===== config.mk =====
export PLATFORM = sky130hd
export DESIGN_NAME = spindle_position_speed_tracker
export DESIGN_NICKNAME = d
export VERILOG_FILES = /design/src/sv/sst_pkg.sv /design/src/sv/spindle_position_speed_tracker.sv /design/src/sv/sst_div.sv /design/src/sv/sst_datapath.sv /design/src/sv/sst_ctrl.sv
export SDC_FILE = /design/constraint.sdc
export NUM_CORES = 2
export LEC_CHECK = 0
export CELL_PAD_IN_SITES_DETAIL_PLACEMENT = 1
export CELL_PAD_IN_SITES_GLOBAL_PLACEMENT = 2
export CORE_MARGIN = 10
export CORE_UTILIZATION = 30
export CTS_BUF_LIST = sky130_fd_sc_hd__clkbuf_2
export DETAILED_ROUTE_END_ITERATION = 12
export DONT_BUFFER_PORTS = 1
export GPL_TIMING_DRIVEN = 0
export PLACE_DENSITY_LB_ADDON = 0.1
export SLEW_MARGIN = 5
export SYNTH_ARGS = -nofsm -noshare
export SYNTH_HDL_FRONTEND = slang
export SYNTH_SLANG_ARGS = --single-unit

===== constraint.sdc =====
create_clock -name clk_i -period 11.3 [get_ports clk_i]
set_input_delay 1.695 -clock clk_i [delete_from_list [all_inputs] [get_ports clk_i]]
set_output_delay 1.695 -clock clk_i [all_outputs]
set_load 0.05 [all_outputs]

===== src/sv/sst_pkg.sv =====
// ----------------------------------------------------------------------------
// sst_pkg
// Types and constants shared by the spindle position and speed tracker.
// ----------------------------------------------------------------------------
package sst_pkg;

  localparam int unsigned CFG_IDX_W = 1;
  localparam int unsigned CFG_DAT_W = 16;

  localparam logic [CFG_IDX_W-1:0] REG_PULSES_PER_REV = 1'b0;
  localparam logic [CFG_IDX_W-1:0] REG_SPEED_COUNTS   = 1'b1;

  localparam logic [15:0] PPR_RESET = 16'd2048;
  localparam logic [15:0] SPC_RESET = 16'd100;

  localparam logic [19:0] US_PER_S       = 20'd1000000;
  // 60e6 us per minute times 16 for the four fraction bits
  localparam logic [29:0] US_PER_MIN_Q4  = 30'd960000000;
  localparam logic [31:0] IDLE_LIMIT_US  = 32'd1000000;
  localparam logic [23:0] PPS_MAX        = 24'hFFFFFF;
  localparam logic [19:0] RPM_MAX        = 20'hFFFFF;

  // shared restoring divider
  localparam int unsigned DIV_NUM_W = 61;
  localparam int unsigned DIV_DSR_W = 67;
  localparam int unsigned DIV_QUO_W = 24;
  localparam int unsigned DIV_CNT_W = 5;

  localparam logic [DIV_CNT_W-1:0] MOD_STEPS = 5'd17;
  localparam logic [DIV_CNT_W-1:0] PPS_STEPS = 5'd24;
  localparam logic [DIV_CNT_W-1:0] RPM_STEPS = 5'd20;

  typedef enum logic [3:0] {
    S_IDLE,
    S_MOD_START,
    S_MOD_WAIT,
    S_SPAN,
    S_MUL1,
    S_MUL2,
    S_MUL3,
    S_PPS_START,
    S_PPS_WAIT,
    S_RPM_START,
    S_RPM_WAIT,
    S_DONE
  } sst_state_e;

  typedef struct packed {
    logic accept;
    logic mod_start;
    logic apply;
    logic mul1;
    logic mul2;
    logic mul3;
    logic pps_start;
    logic rpm_start;
    logic load_out;
  } sst_cmd_t;

  typedef struct packed {
    logic div_busy;
  } sst_sts_t;

endpackage


===== src/sv/spindle_position_speed_tracker.sv =====
// ----------------------------------------------------------------------------
// spindle_position_speed_tracker
// Encoder angle, unconsumed count sum and span-based speed in pps and RPM.
// ----------------------------------------------------------------------------
// One item at a time: an accepted item runs the angle modulo, the state
// update, three multiplies, the counts-per-second and RPM quotients and the
// output load before the next is taken. The single shared restoring divider
// runs 17 steps for the modulo, 24 for counts per second and 20 for RPM. The
// result sits in an output register, so a new item is accepted while the
// previous result waits. The user must write the registers through cfg_we_i/
// cfg_idx_i/cfg_wdata_i only while idle; the block does not enforce it.
module spindle_position_speed_tracker (
  input  logic                          clk_i,
  input  logic                          rst_ni,
  input  logic                          cfg_we_i,
  input  logic [sst_pkg::CFG_IDX_W-1:0] cfg_idx_i,
  input  logic [sst_pkg::CFG_DAT_W-1:0] cfg_wdata_i,
  input  logic                          s_axis_tvalid,
  output logic                          s_axis_tready,
  // [15:0] count_delta, [47:16] now_us
  input  logic [47:0]                   s_axis_tdata,
  // [0] take_delta
  input  logic [0:0]                    s_axis_tuser,
  output logic                          m_axis_tvalid,
  input  logic                          m_axis_tready,
  // [15:0] position, [47:16] taken_delta, [71:48] speed_pps,
  // [91:72] speed_rpm_q4, [95:92] zero
  output logic [95:0]                   m_axis_tdata
);
  import sst_pkg::*;

  sst_cmd_t           cmd;
  sst_sts_t           sts;
  logic [15:0]        position;
  logic signed [31:0] taken_delta;
  logic [23:0]        speed_pps;
  logic [19:0]        speed_rpm_q4;

  sst_ctrl u_ctrl (
    .clk_i         (clk_i),
    .rst_ni        (rst_ni),
    .s_axis_tvalid (s_axis_tvalid),
    .s_axis_tready (s_axis_tready),
    .m_axis_tvalid (m_axis_tvalid),
    .m_axis_tready (m_axis_tready),
    .cmd_o         (cmd),
    .sts_i         (sts)
  );

  sst_datapath u_dp (
    .clk_i          (clk_i),
    .rst_ni         (rst_ni),
    .cfg_we_i       (cfg_we_i),
    .cfg_idx_i      (cfg_idx_i),
    .cfg_wdata_i    (cfg_wdata_i),
    .count_delta_i  ($signed(s_axis_tdata[15:0])),
    .now_us_i       (s_axis_tdata[47:16]),
    .take_delta_i   (s_axis_tuser[0]),
    .position_o     (position),
    .taken_delta_o  (taken_delta),
    .speed_pps_o    (speed_pps),
    .speed_rpm_q4_o (speed_rpm_q4),
    .cmd_i          (cmd),
    .sts_o          (sts)
  );

  assign m_axis_tdata = {4'd0, speed_rpm_q4, speed_pps, taken_delta, position};

endmodule


===== src/sv/sst_div.sv =====
// ----------------------------------------------------------------------------
// sst_div
// Iterative restoring divider, one quotient bit per cycle. The divisor comes
// in already shifted to the top quotient bit; the caller bounds the quotient.
// ----------------------------------------------------------------------------
module sst_div (
  input  logic                           clk_i,
  input  logic                           rst_ni,
  input  logic                           start_i,
  input  logic [sst_pkg::DIV_NUM_W-1:0]  num_i,
  input  logic [sst_pkg::DIV_DSR_W-1:0]  dsr_i,
  input  logic [sst_pkg::DIV_CNT_W-1:0]  steps_i,
  output logic                           busy_o,
  output logic [sst_pkg::DIV_QUO_W-1:0]  quo_o,
  output logic [sst_pkg::DIV_NUM_W-1:0]  rem_o
);
  import sst_pkg::*;

  logic [DIV_CNT_W-1:0] cnt_q, cnt_d;
  logic [DIV_NUM_W-1:0] rem_q, rem_d;
  logic [DIV_DSR_W-1:0] dsr_q, dsr_d;
  logic [DIV_QUO_W-1:0] quo_q, quo_d;
  logic [DIV_DSR_W-1:0] rem_ext, diff;
  logic                 ge;

  assign rem_ext = {{(DIV_DSR_W-DIV_NUM_W){1'b0}}, rem_q};
  assign diff    = rem_ext - dsr_q;
  assign ge      = rem_ext >= dsr_q;

  always_comb begin
    cnt_d = cnt_q;
    rem_d = rem_q;
    dsr_d = dsr_q;
    quo_d = quo_q;
    if (start_i) begin
      cnt_d = steps_i;
      rem_d = num_i;
      dsr_d = dsr_i;
      quo_d = '0;
    end else if (cnt_q != '0) begin
      cnt_d = cnt_q - 1'b1;
      rem_d = ge ? diff[DIV_NUM_W-1:0] : rem_q;
      dsr_d = dsr_q >> 1;
      quo_d = {quo_q[DIV_QUO_W-2:0], ge};
    end
  end

  always_ff @(posedge clk_i or negedge rst_ni) begin
    if (!rst_ni) begin
      cnt_q <= '0;
    end else begin
      cnt_q <= cnt_d;
    end
  end

  always_ff @(posedge clk_i) begin
    rem_q <= rem_d;
    dsr_q <= dsr_d;
    quo_q <= quo_d;
  end

  assign busy_o = cnt_q != '0;
  assign quo_o  = quo_q;
  assign rem_o  = rem_q;

  a_div_shift: assert property (@(posedge clk_i) disable iff (!rst_ni)
    (busy_o && !start_i) |=> (dsr_q == ($past(dsr_q) >> 1)))
    else $error("divisor did not shift during a step");

endmodule


===== src/sv/sst_datapath.sv =====
// ----------------------------------------------------------------------------
// sst_datapath
// Registers, tracker state, products and the shared divider.
// ----------------------------------------------------------------------------
module sst_datapath (
  input  logic                            clk_i,
  input  logic                            rst_ni,
  input  logic                            cfg_we_i,
  input  logic [sst_pkg::CFG_IDX_W-1:0]   cfg_idx_i,
  input  logic [sst_pkg::CFG_DAT_W-1:0]   cfg_wdata_i,
  input  logic signed [15:0]              count_delta_i,
  input  logic [31:0]                     now_us_i,
  input  logic                            take_delta_i,
  output logic [15:0]                     position_o,
  output logic signed [31:0]              taken_delta_o,
  output logic [23:0]                     speed_pps_o,
  output logic [19:0]                     speed_rpm_q4_o,
  input  sst_pkg::sst_cmd_t               cmd_i,
  output sst_pkg::sst_sts_t               sts_o
);
  import sst_pkg::*;

  // configuration and tracker state
  logic [15:0] ppr_q, spc_q;
  logic [15:0] angle_q;
  logic [31:0] sum_q, srp_q, mag_q, span_us_q, stamp_q;

  // per item working registers
  logic signed [15:0] delta_q;
  logic [31:0]        now_q;
  logic               take_q;
  logic [31:0]        taken_q;
  logic               ok_q, pps_sat_q, rpm_sat_q;
  logic [50:0]        num_pps_q;
  logic [60:0]        num_rpm_q;
  logic [47:0]        den_rpm_q;
  logic [23:0]        pps_q;

  logic [15:0]          ppr_eff;
  logic signed [17:0]   pos;
  logic [17:0]          pos_neg;
  logic [16:0]          pos_mag;
  logic [15:0]          rem16, newpos;
  logic [31:0]          pos32, newpos32, diff, dmag, sum_next;
  logic                 moved;
  logic [63:0]          prod_pps, prod_rpm;
  logic [47:0]          prod_den;
  logic                 div_start, div_busy;
  logic [DIV_NUM_W-1:0] div_num, div_rem;
  logic [DIV_DSR_W-1:0] div_dsr;
  logic [DIV_CNT_W-1:0] div_steps;
  logic [DIV_QUO_W-1:0] div_quo;
  logic [23:0]          pps_val;
  logic [19:0]          rpm_val;

  assign ppr_eff = (ppr_q == '0) ? 16'd1 : ppr_q;

  assign pos     = $signed({2'b00, angle_q}) + $signed({{2{delta_q[15]}}, delta_q});
  assign pos_neg = 18'd0 - pos;
  assign pos_mag = pos[17] ? pos_neg[16:0] : pos[16:0];

  // true modulo from the magnitude remainder
  assign rem16  = div_rem[15:0];
  assign newpos = (pos[17] && rem16 != '0) ? (ppr_eff - rem16) : rem16;

  // movement since the reference equals pos minus the old reference
  assign pos32    = {{14{pos[17]}}, pos};
  assign newpos32 = {16'd0, newpos};
  assign diff     = pos32 - srp_q;
  assign dmag     = diff[31] ? (32'd0 - diff) : diff;
  assign moved    = (delta_q != '0) && (dmag > {16'd0, spc_q});
  assign sum_next = sum_q + {{16{delta_q[15]}}, delta_q};

  assign prod_pps = {32'd0, mag_q} * {44'd0, US_PER_S};
  assign prod_rpm = {32'd0, mag_q} * {34'd0, US_PER_MIN_Q4};
  assign prod_den = {16'd0, span_us_q} * {32'd0, ppr_eff};

  always_comb begin
    div_num   = {{(DIV_NUM_W-17){1'b0}}, pos_mag};
    div_dsr   = {{(DIV_DSR_W-32){1'b0}}, ppr_eff, 16'd0};
    div_steps = MOD_STEPS;
    priority if (cmd_i.pps_start) begin
      div_num   = {{(DIV_NUM_W-51){1'b0}}, num_pps_q};
      div_dsr   = {{(DIV_DSR_W-55){1'b0}}, span_us_q, 23'd0};
      div_steps = PPS_STEPS;
    end else if (cmd_i.rpm_start) begin
      div_num   = num_rpm_q;
      div_dsr   = {den_rpm_q, 19'd0};
      div_steps = RPM_STEPS;
    end else begin
      div_steps = MOD_STEPS;
    end
  end

  assign div_start = cmd_i.mod_start | cmd_i.pps_start | cmd_i.rpm_start;

  sst_div u_div (
    .clk_i   (clk_i),
    .rst_ni  (rst_ni),
    .start_i (div_start),
    .num_i   (div_num),
    .dsr_i   (div_dsr),
    .steps_i (div_steps),
    .busy_o  (div_busy),
    .quo_o   (div_quo),
    .rem_o   (div_rem)
  );

  assign sts_o.div_busy = div_busy;

  assign pps_val = !ok_q ? 24'd0 : (pps_sat_q ? PPS_MAX : div_quo);
  assign rpm_val = !ok_q ? 20'd0 : (rpm_sat_q ? RPM_MAX : div_quo[19:0]);

  always_ff @(posedge clk_i or negedge rst_ni) begin
    if (!rst_ni) begin
      ppr_q     <= PPR_RESET;
      spc_q     <= SPC_RESET;
      angle_q   <= '0;
      sum_q     <= '0;
      srp_q     <= '0;
      mag_q     <= '0;
      span_us_q <= '0;
      stamp_q   <= '0;
    end else begin
      if (cfg_we_i) begin
        unique case (cfg_idx_i)
          REG_PULSES_PER_REV: ppr_q <= cfg_wdata_i;
          REG_SPEED_COUNTS:   spc_q <= cfg_wdata_i;
          default: ;
        endcase
      end
      if (cmd_i.apply) begin
        angle_q <= newpos;
        sum_q   <= take_q ? 32'd0 : sum_next;
        if (moved) begin
          srp_q     <= newpos32;
          mag_q     <= dmag;
          span_us_q <= now_q - stamp_q;
          stamp_q   <= now_q;
        end else begin
          srp_q <= srp_q + newpos32 - pos32;
        end
      end
    end
  end

  always_ff @(posedge clk_i) begin
    if (cmd_i.accept) begin
      delta_q <= count_delta_i;
      now_q   <= now_us_i;
      take_q  <= take_delta_i;
    end
    if (cmd_i.apply) begin
      taken_q <= take_q ? sum_next : 32'd0;
    end
    if (cmd_i.mul1) begin
      ok_q      <= (span_us_q != '0) && ((now_q - stamp_q) <= IDLE_LIMIT_US);
      num_pps_q <= prod_pps[50:0];
    end
    if (cmd_i.mul2) begin
      num_rpm_q <= prod_rpm[60:0];
      pps_sat_q <= {5'd0, num_pps_q[50:24]} >= span_us_q;
    end
    if (cmd_i.mul3) begin
      den_rpm_q <= prod_den;
    end
    if (cmd_i.rpm_start) begin
      pps_q     <= pps_val;
      rpm_sat_q <= {7'd0, num_rpm_q[60:20]} >= den_rpm_q;
    end
    if (cmd_i.load_out) begin
      position_o     <= angle_q;
      taken_delta_o  <= taken_q;
      speed_pps_o    <= pps_q;
      speed_rpm_q4_o <= rpm_val;
    end
  end

  a_angle_range: assert property (@(posedge clk_i) disable iff (!rst_ni)
    cmd_i.apply |=> (angle_q < ppr_eff))
    else $error("angle left the range of one revolution");

endmodule


===== src/sv/sst_ctrl.sv =====
// ----------------------------------------------------------------------------
// sst_ctrl
// Sequencer: modulo, state update, products, two speed quotients, output.
// ----------------------------------------------------------------------------
module sst_ctrl (
  input  logic              clk_i,
  input  logic              rst_ni,
  input  logic              s_axis_tvalid,
  output logic              s_axis_tready,
  output logic              m_axis_tvalid,
  input  logic              m_axis_tready,
  output sst_pkg::sst_cmd_t cmd_o,
  input  sst_pkg::sst_sts_t sts_i
);
  import sst_pkg::*;

  sst_state_e state_q, state_d;
  logic       out_valid_q, out_valid_d;
  logic       out_free;

  assign out_free = !out_valid_q || m_axis_tready;

  always_comb begin
    state_d = state_q;
    unique case (state_q)
      S_IDLE:      if (s_axis_tvalid) state_d = S_MOD_START;
      S_MOD_START: state_d = S_MOD_WAIT;
      S_MOD_WAIT:  if (!sts_i.div_busy) state_d = S_SPAN;
      S_SPAN:      state_d = S_MUL1;
      S_MUL1:      state_d = S_MUL2;
      S_MUL2:      state_d = S_MUL3;
      S_MUL3:      state_d = S_PPS_START;
      S_PPS_START: state_d = S_PPS_WAIT;
      S_PPS_WAIT:  if (!sts_i.div_busy) state_d = S_RPM_START;
      S_RPM_START: state_d = S_RPM_WAIT;
      S_RPM_WAIT:  if (!sts_i.div_busy) state_d = S_DONE;
      S_DONE:      if (out_free) state_d = S_IDLE;
      default:     state_d = S_IDLE;
    endcase
  end

  always_comb begin
    cmd_o         = '0;
    s_axis_tready = 1'b0;
    unique case (state_q)
      S_IDLE: begin
        s_axis_tready = 1'b1;
        cmd_o.accept  = s_axis_tvalid;
      end
      S_MOD_START: cmd_o.mod_start = 1'b1;
      S_SPAN:      cmd_o.apply     = 1'b1;
      S_MUL1:      cmd_o.mul1      = 1'b1;
      S_MUL2:      cmd_o.mul2      = 1'b1;
      S_MUL3:      cmd_o.mul3      = 1'b1;
      S_PPS_START: cmd_o.pps_start = 1'b1;
      S_RPM_START: cmd_o.rpm_start = 1'b1;
      S_DONE:      cmd_o.load_out  = out_free;
      default: ;
    endcase
  end

  always_comb begin
    out_valid_d = out_valid_q;
    if (cmd_o.load_out) begin
      out_valid_d = 1'b1;
    end else if (m_axis_tready) begin
      out_valid_d = 1'b0;
    end
  end

  always_ff @(posedge clk_i or negedge rst_ni) begin
    if (!rst_ni) begin
      state_q     <= S_IDLE;
      out_valid_q <= 1'b0;
    end else begin
      state_q     <= state_d;
      out_valid_q <= out_valid_d;
    end
  end

  assign m_axis_tvalid = out_valid_q;

  a_idle_div: assert property (@(posedge clk_i) disable iff (!rst_ni)
    (state_q == S_IDLE) |-> !sts_i.div_busy)
    else $error("divider still busy while waiting for an item");

  a_accept_go: assert property (@(posedge clk_i) disable iff (!rst_ni)
    cmd_o.accept |=> (state_q == S_MOD_START))
    else $error("accepted item did not start the modulo step");

  a_load_valid: assert property (@(posedge clk_i) disable iff (!rst_ni)
    cmd_o.load_out |=> m_axis_tvalid)
    else $error("loaded result not presented");

endmodule


# [Yosys cells after proc, flatten, opt, wreduce, memory -nomap -nowiden]
# Cells that the tools add are included.
[classes] n_addsub=11 n_mul=3 magnitude_cmp=5 n_eq_ne=16 mux=39 bitwise_logic=3 reduce_logical=19
[op_table] cell="61-bit 2-to-1 mux" n=5
[op_table] cell="67-bit 2-to-1 mux" n=4
[op_table] cell="32-bit 2-to-1 mux" n=3
[op_table] cell="32-bit subtractor" n=3
[op_table] cell="61-bit by 67-bit >= comparator with 1-bit output" n=1
[op_table] cell="61-bit subtractor" n=1
[op_table] cell="32-bit by 18-bit multiplier with 49-bit output, second input constant" n=1
[op_table] cell="41-bit by 48-bit >= comparator with 1-bit output" n=1
[op_table] cell="32-bit by 16-bit multiplier with 48-bit output" n=1
[op_table] cell="4-bit one-hot mux with 12 select lines" n=1
[op_table] cell="32-bit by 14-bit multiplier with 45-bit output, second input constant" n=1
[op_table] cell="32-bit by 16-bit adder with 32-bit output" n=1
[op_table] cell="32-bit adder" n=1
[op_table] cell="27-bit by 32-bit >= comparator with 1-bit output" n=1
[op_table] cell="32-bit by 16-bit greater-than comparator with 1-bit output" n=1
[op_table] cell="32-bit by 20-bit <= comparator with 1-bit output, second input constant" n=1
[op_table] cell="16-bit 2-to-1 mux" n=2
[op_table] cell="16-bit nonzero test" n=2
[op_table] cell="32-bit nonzero test" n=1
[op_table] cell="1-bit by 32-bit subtractor with 32-bit output, first input constant" n=1
[op_table] cell="24-bit 2-to-1 mux" n=1
[op_table] cell="20-bit 2-to-1 mux" n=1
[op_table] cell="4-bit 2-to-1 mux" n=5
[op_table] cell="17-bit by 16-bit adder with 18-bit output" n=1
[op_table] cell="other kinds (24)" n=55
[totals] regBits=712 output_inout_bits=98 elab_cells=125

# [Depth between registers and ports, before layout]
[logic_depth] word_depth=7 mapped_depth=43

# [Modules after synthesis]
# Synthesis repeated with hierarchy kept, for this count alone.
[unflattened] hier_cells=7501 hier_area_um2=73506.7
[modules_own_cells] module="sst_datapath" n_inst=1 cells_per_inst=6269 area_each_um2=62627.6
[modules_own_cells] module="sst_div" n_inst=1 cells_per_inst=1188 area_each_um2=10487.6
[modules_own_cells] module="sst_ctrl" n_inst=1 cells_per_inst=39 area_each_um2=357.8
[modules_own_cells] module="spindle_position_speed_tracker" n_inst=1 cells_per_inst=5 area_each_um2=33.8

# [Worst setup path before layout]
# OpenSTA, ideal clock, no wires.
[synth_timing] path_type="register -> register" startpoint="reg u_dp.delta_q[0]" endpoint="reg u_dp.span_us_q[28]" arrival_time_ns=9.398 slack_ns=1.774 path_stages_with_launch=43 path_cell_list="edfxtp_1 -> ha_1 -> fa_1 -> a21o_1 -> a21oi_1 -> o21bai_1 -> a21oi_1 -> o21bai_1 -> a21oi_1 -> o21bai_1 -> a2111oi_0 -> nor3_1 -> a2111oi_0 -> o21bai_1 -> xnor2_1 -> ha_1 -> clkbuf_1 -> a21oi_1 -> [7 not listed] -> clkbuf_1 -> clkbuf_1 -> nand2_1 -> xnor2_1 -> ha_1 -> a21o_1 -> a221o_1 -> a21o_1 -> a21oi_1 -> nor2b_1 -> o21ai_0 -> nand2_1 -> a221o_1 -> o41a_1 -> and2_1 -> buf_2 -> buf_6 -> mux2_1"
[synth_via] elab_chain_len=7 word_cells_on_any_way=8 classes_between="3 x add/sub; 1 x order compare; 1 x mux; 3 x reduce/logical"
[synth_lines] item="from (decl)" line_no="sst_datapath.sv:29" source="logic signed [15:0] delta_q;"
[synth_lines] item="from (signal assigned)" line_no="sst_datapath.sv:149" source="delta_q <= count_delta_i;"
[synth_lines] item="17-bit by 16-bit adder with 18-bit output (*)" line_no="sst_datapath.sv:58" source="assign pos = $signed({2'b00, angle_q}) + $signed({{2{delta_q[15]}}, delta_q});"
[synth_lines] item="32-bit subtractor (*)" line_no="sst_datapath.sv:69" source="assign diff = pos32 - srp_q;"
[synth_lines] item="1-bit by 32-bit subtractor with 32-bit output" line_no="sst_datapath.sv:70" source="assign dmag = diff[31] ? (32'd0 - diff) : diff;"
[synth_lines] item="32-bit 2-to-1 mux (*)" line_no="sst_datapath.sv:70"
[synth_lines] item="named net u_dp.dmag[10]" line_no="sst_datapath.sv:44" source="logic [31:0] pos32, newpos32, diff, dmag, sum_next;"
[synth_lines] item="32-bit by 16-bit greater-than comparator with 1-bit output (*)" line_no="sst_datapath.sv:71" source="assign moved = (delta_q != '0) && (dmag > {16'd0, spc_q});"
[synth_lines] item="1-bit logical AND (*)" line_no="sst_datapath.sv:71"
[synth_lines] item="2-bit AND reduction (no line) (*)"
[synth_lines] item="to (signal assigned)" line_no="sst_datapath.sv:138" source="span_us_q <= now_q - stamp_q;"
[synth_lines] item="to (decl)" line_no="sst_datapath.sv:26" source="logic [31:0] sum_q, srp_q, mag_q, span_us_q, stamp_q;"
# The timed path passes the listed nets; every way through them passes the cells marked *.
# A chain may end at the register's enable or synchronous reset.

# [Worst setup path in the final report]
[layout_timing] startpoint="reg u_dp.delta_q[2]" endpoint="reg u_dp.span_us_q[23]"
# The elaborated chain is that of the path after synthesis.

==> impl_metrics.json <==
{
  "outcome": "completed",
  "design.core.area_sq_um": 236000,
  "fin_crit_sh_pct": 94.5,
  "dpl_cell_area_sq_um": 75600,
  "synth-compound-area-share_pct": 13.0,
  "grt_max_degree": 219,
  "hold_viol": 0,
  "vias": 54100,
  "postLayoutCellArea_sq_um": 78800,
  "drt_iter0_drc": 3237,
  "fin_ws_ns": 0.622,
  "crit_path_top_delay_cell": "xnor2_2",
  "slew_headroom_pct": 5.21,
  "ys_async_sr_fraction_pct": 30.6,
  "fillers": 27000,
  "grt_use_total_pct": 20.6,
  "fmax_ghz": 0.0936,
  "slew_viol_final": 0,
  "drc_errors": 0,
  "clk_pin_slew_ns": 0.10,
  "synth.yosys.seq_area_share_pct": 28.2,
  "hold_path_class": "in2reg",
  "grt_pass1_wl_mm": 398,
  "yosys.area_share.simple_pct": 11.0,
  "r2r_start": "u_dp.delta_q[2]",
  "synthesis.area_sq_um": 71200,
  "final_common_cell": "inv_1",
  "dieWidth_um": 507,
  "pre_cts_ws_ns": -2.38,
  "fin_cells": 10800,
  "initial_core_util_pct": 30.2,
  "worst_setup_path_end_kind": "flip-flop",
  "fp-row-count": 178,
  "htreeDepth": 4,
  "drive_above_1_share_pct": 6.63,
  "r2r_slack_ns": 0.62,
  "clockBufferDepth": 3,
  "synth.avg_cell_area_sq_um": 9.93,
  "cts.sinks": 712,
  "synthMuxAreaShare_pct": 0.987,
  "wl_per_cell_um": 24.8,
  "arrival_ns": 12.27,
  "maxCapViolCount": 0,
  "syn_inst": 7169,
  "die_area_sq_um": 257000,
  "ys.warnings.count": 0,
  "ys_ff_latch": 712,
  "tightest_slew_ns": 1.42,
  "critPathLaunch": "u_dp.delta_q[2]",
  "gr-total-overflow": 0,
  "synth-edff-count": 470,
  "antenna_found_initial": 44,
  "synthAdderAreaFrac_pct": 34.8,
  "criticalPathCategory": "reg2reg",
  "ant_nets": 0,
  "wl_mm": 269,
  "synth_top_family_by_area": "adder cells",
  "crit_fanout": 10,
  "dr.pass1.iters": 5,
  "rsz0062_at_grt": "false",
  "nets": 9103,
  "final_cell_mix": "inv_1, ha_1, fa_1, nand2_1, edfxtp_1",
  "io_buffers": 0,
  "gp_congestion": 0.863,
  "cts_tree": "done",
  "cts_buffers": 214,
  "ys.flop_type": "edfxtp_1",
  "die_h_um": 507,
  "dp.cells": 10400,
  "clockRootBuffer": "clkbuf_2",
  "clkLatencyLatePin_ns": 1.78,
  "crit_path_end": "u_dp.span_us_q[23]",
  "syn2layout_area_growth_pct": 10.7,
  "pin_count": 169,
  "final.setup_skew_ns": 0.175,
  "cpPeakStageDelay_ns": 0.85,
  "first_global_vias": 58600,
  "dp_hpwl_mm": 219,
  "worst-r2r-cell-count": 38,
  "r2r_end": "u_dp.span_us_q[23]",
  "cp.required_ns": 12.89,
  "synth_xor_xnor_area_share_pct": 4.39,
  "netlist-cell-type-count": 93,
  "setup_viol": 0,
  "start_kind": "flip-flop",
  "finalCriticalPeriod_ns": 10.68,
  "vias_per_cell": 4.99
}
## worst max-delay path: cells and delay by family, from the launching register on
family | cells | cell delay, ns
buf+inv | 8 | 2.04
flops | 1 | 0.52
fa+ha+maj | 3 | 1.03
simple gates | 7 | 1.40
compound gates | 17 | 4.23
xor+xnor | 3 | 1.23
## cell families (layout without fill, tap and decap cells)
logic type	after synthesis	count (layout)
AO/OA/AOI/OAI	1409	1409
buffers and inverters	1438	1939
multiplexers	65	65
other	1	23
AND/OR/NAND/NOR	1648	1648
flip-flops	712	712
XOR/XNOR	357	357
adder cells (fa/ha/maj)	1539	1539
## flip-flops by register name (all words and copies together), names as in the netlist, 45 cells and up
register / cells
u_dp.u_div.dsr_q: 67
u_dp.u_div.rem_o: 61
u_dp.num_rpm_q: 49
u_dp.den_rpm_q: 48
u_dp.num_pps_q: 45
## how the worst min path moves through the flow
stage	from	endpoint	slack, ns	cells past startpoint
after floorplan	u_dp.pps_q[0]	u_dp.speed_pps_o[0]	0.40	0
after global placement	u_dp.taken_q[27]	u_dp.taken_delta_o[27]	0.40	0
after detailed placement	u_dp.taken_q[26]	u_dp.taken_delta_o[26]	0.41	0
after CTS	s_axis_tvalid	u_ctrl.state_q[0]	0.03	4
after global routing	s_axis_tvalid	u_ctrl.state_q[0]	0.13	4
final	s_axis_tvalid	u_ctrl.state_q[0]	0.33	4
## synth_stat cells, drive strengths merged (13+ instances only)
| cell type | count | area share [%] |
|---|---|---|
| a2111oi | 14 | 0.18 |
| clkbuf | 237 | 1.3 |
| fa | 738 | 21 |
| nand2b | 66 | 0.58 |
| ha | 801 | 14 |
| a221o | 25 | 0.35 |
| inv | 1158 | 6.1 |
| a211oi | 49 | 0.52 |
| o21a | 90 | 0.95 |
| nor4 | 38 | 0.34 |
| nor3 | 95 | 0.67 |
| nor2 | 281 | 1.5 |
| o22ai | 20 | 0.18 |
| nand2 | 630 | 3.3 |
| buf | 41 | 0.29 |
| nand4 | 34 | 0.30 |
| or2 | 13 | 0.11 |
| dfrtp | 214 | 7.5 |
| a222oi | 26 | 0.37 |
| and3 | 42 | 0.37 |
| and2 | 177 | 1.6 |
| dfxtp | 24 | 0.67 |
| a221oi | 16 | 0.20 |
| nand3 | 135 | 0.96 |
| a31oi | 30 | 0.26 |
| mux2i | 23 | 0.32 |
| o21ai | 313 | 2.2 |
| a21oi | 365 | 2.6 |
| o211ai | 22 | 0.23 |
| xor2 | 122 | 1.5 |
| xnor2 | 235 | 2.9 |
| o21bai | 52 | 0.55 |
| a22oi | 36 | 0.38 |
| mux2 | 42 | 0.66 |
| a22o | 44 | 0.54 |
| a21o | 164 | 1.7 |
| nor2b | 58 | 0.51 |
| edfxtp | 470 | 20 |
| o31ai | 39 | 0.41 |
| or3 | 36 | 0.32 |
## repair_timing
item / in CTS / in global routing
gates resized for setup: 31 / 21
endpoints found under the setup margin: 128 / 128
hold buffers: 68 / 0
hold endpoints to repair: 302 / 0
setup buffers: 8 / 2
pin swaps: 1 / 2
## per-layer routing
layer,wire [um],GRT usage (%),vias to the layer above
met1,131000,29.7,27800
met5,108,0,-
li1,-,-,25000
met3,11700,3.07,300
met2,121000,32.6,1031
met4,5450,4.49,18
## metrics by stage
stage / utilization (%) / hold WS [ns] / TNS [ns]
after floorplan: - / 0.400 / 0
after global placement: 31.9 / 0.403 / -384.65
after detailed placement: 32.1 / 0.406 / -248.03
after CTS: 33.4 / 0.0277 / 0
after global routing: 33.4 / 0.130 / 0
final: 33.5 / 0.333 / 0
## layout make-up
type	count	area, sq um	area share [%]
flip-flops and latches	712	20100	25.4
diodes	19	47.5	0.0603
well taps	3150	3940	5.00
repair buffers	107	1130	1.43
clock inverters	108	818	1.04
inverters	1160	4360	5.53
clock buffers	288	1440	1.83
multi-input cells	5022	45900	58.2
plain buffers	276	1140	1.44
Power is not shown: default switching activity piles up to over one toggle a cycle in this logic, so the estimate is an artifact.
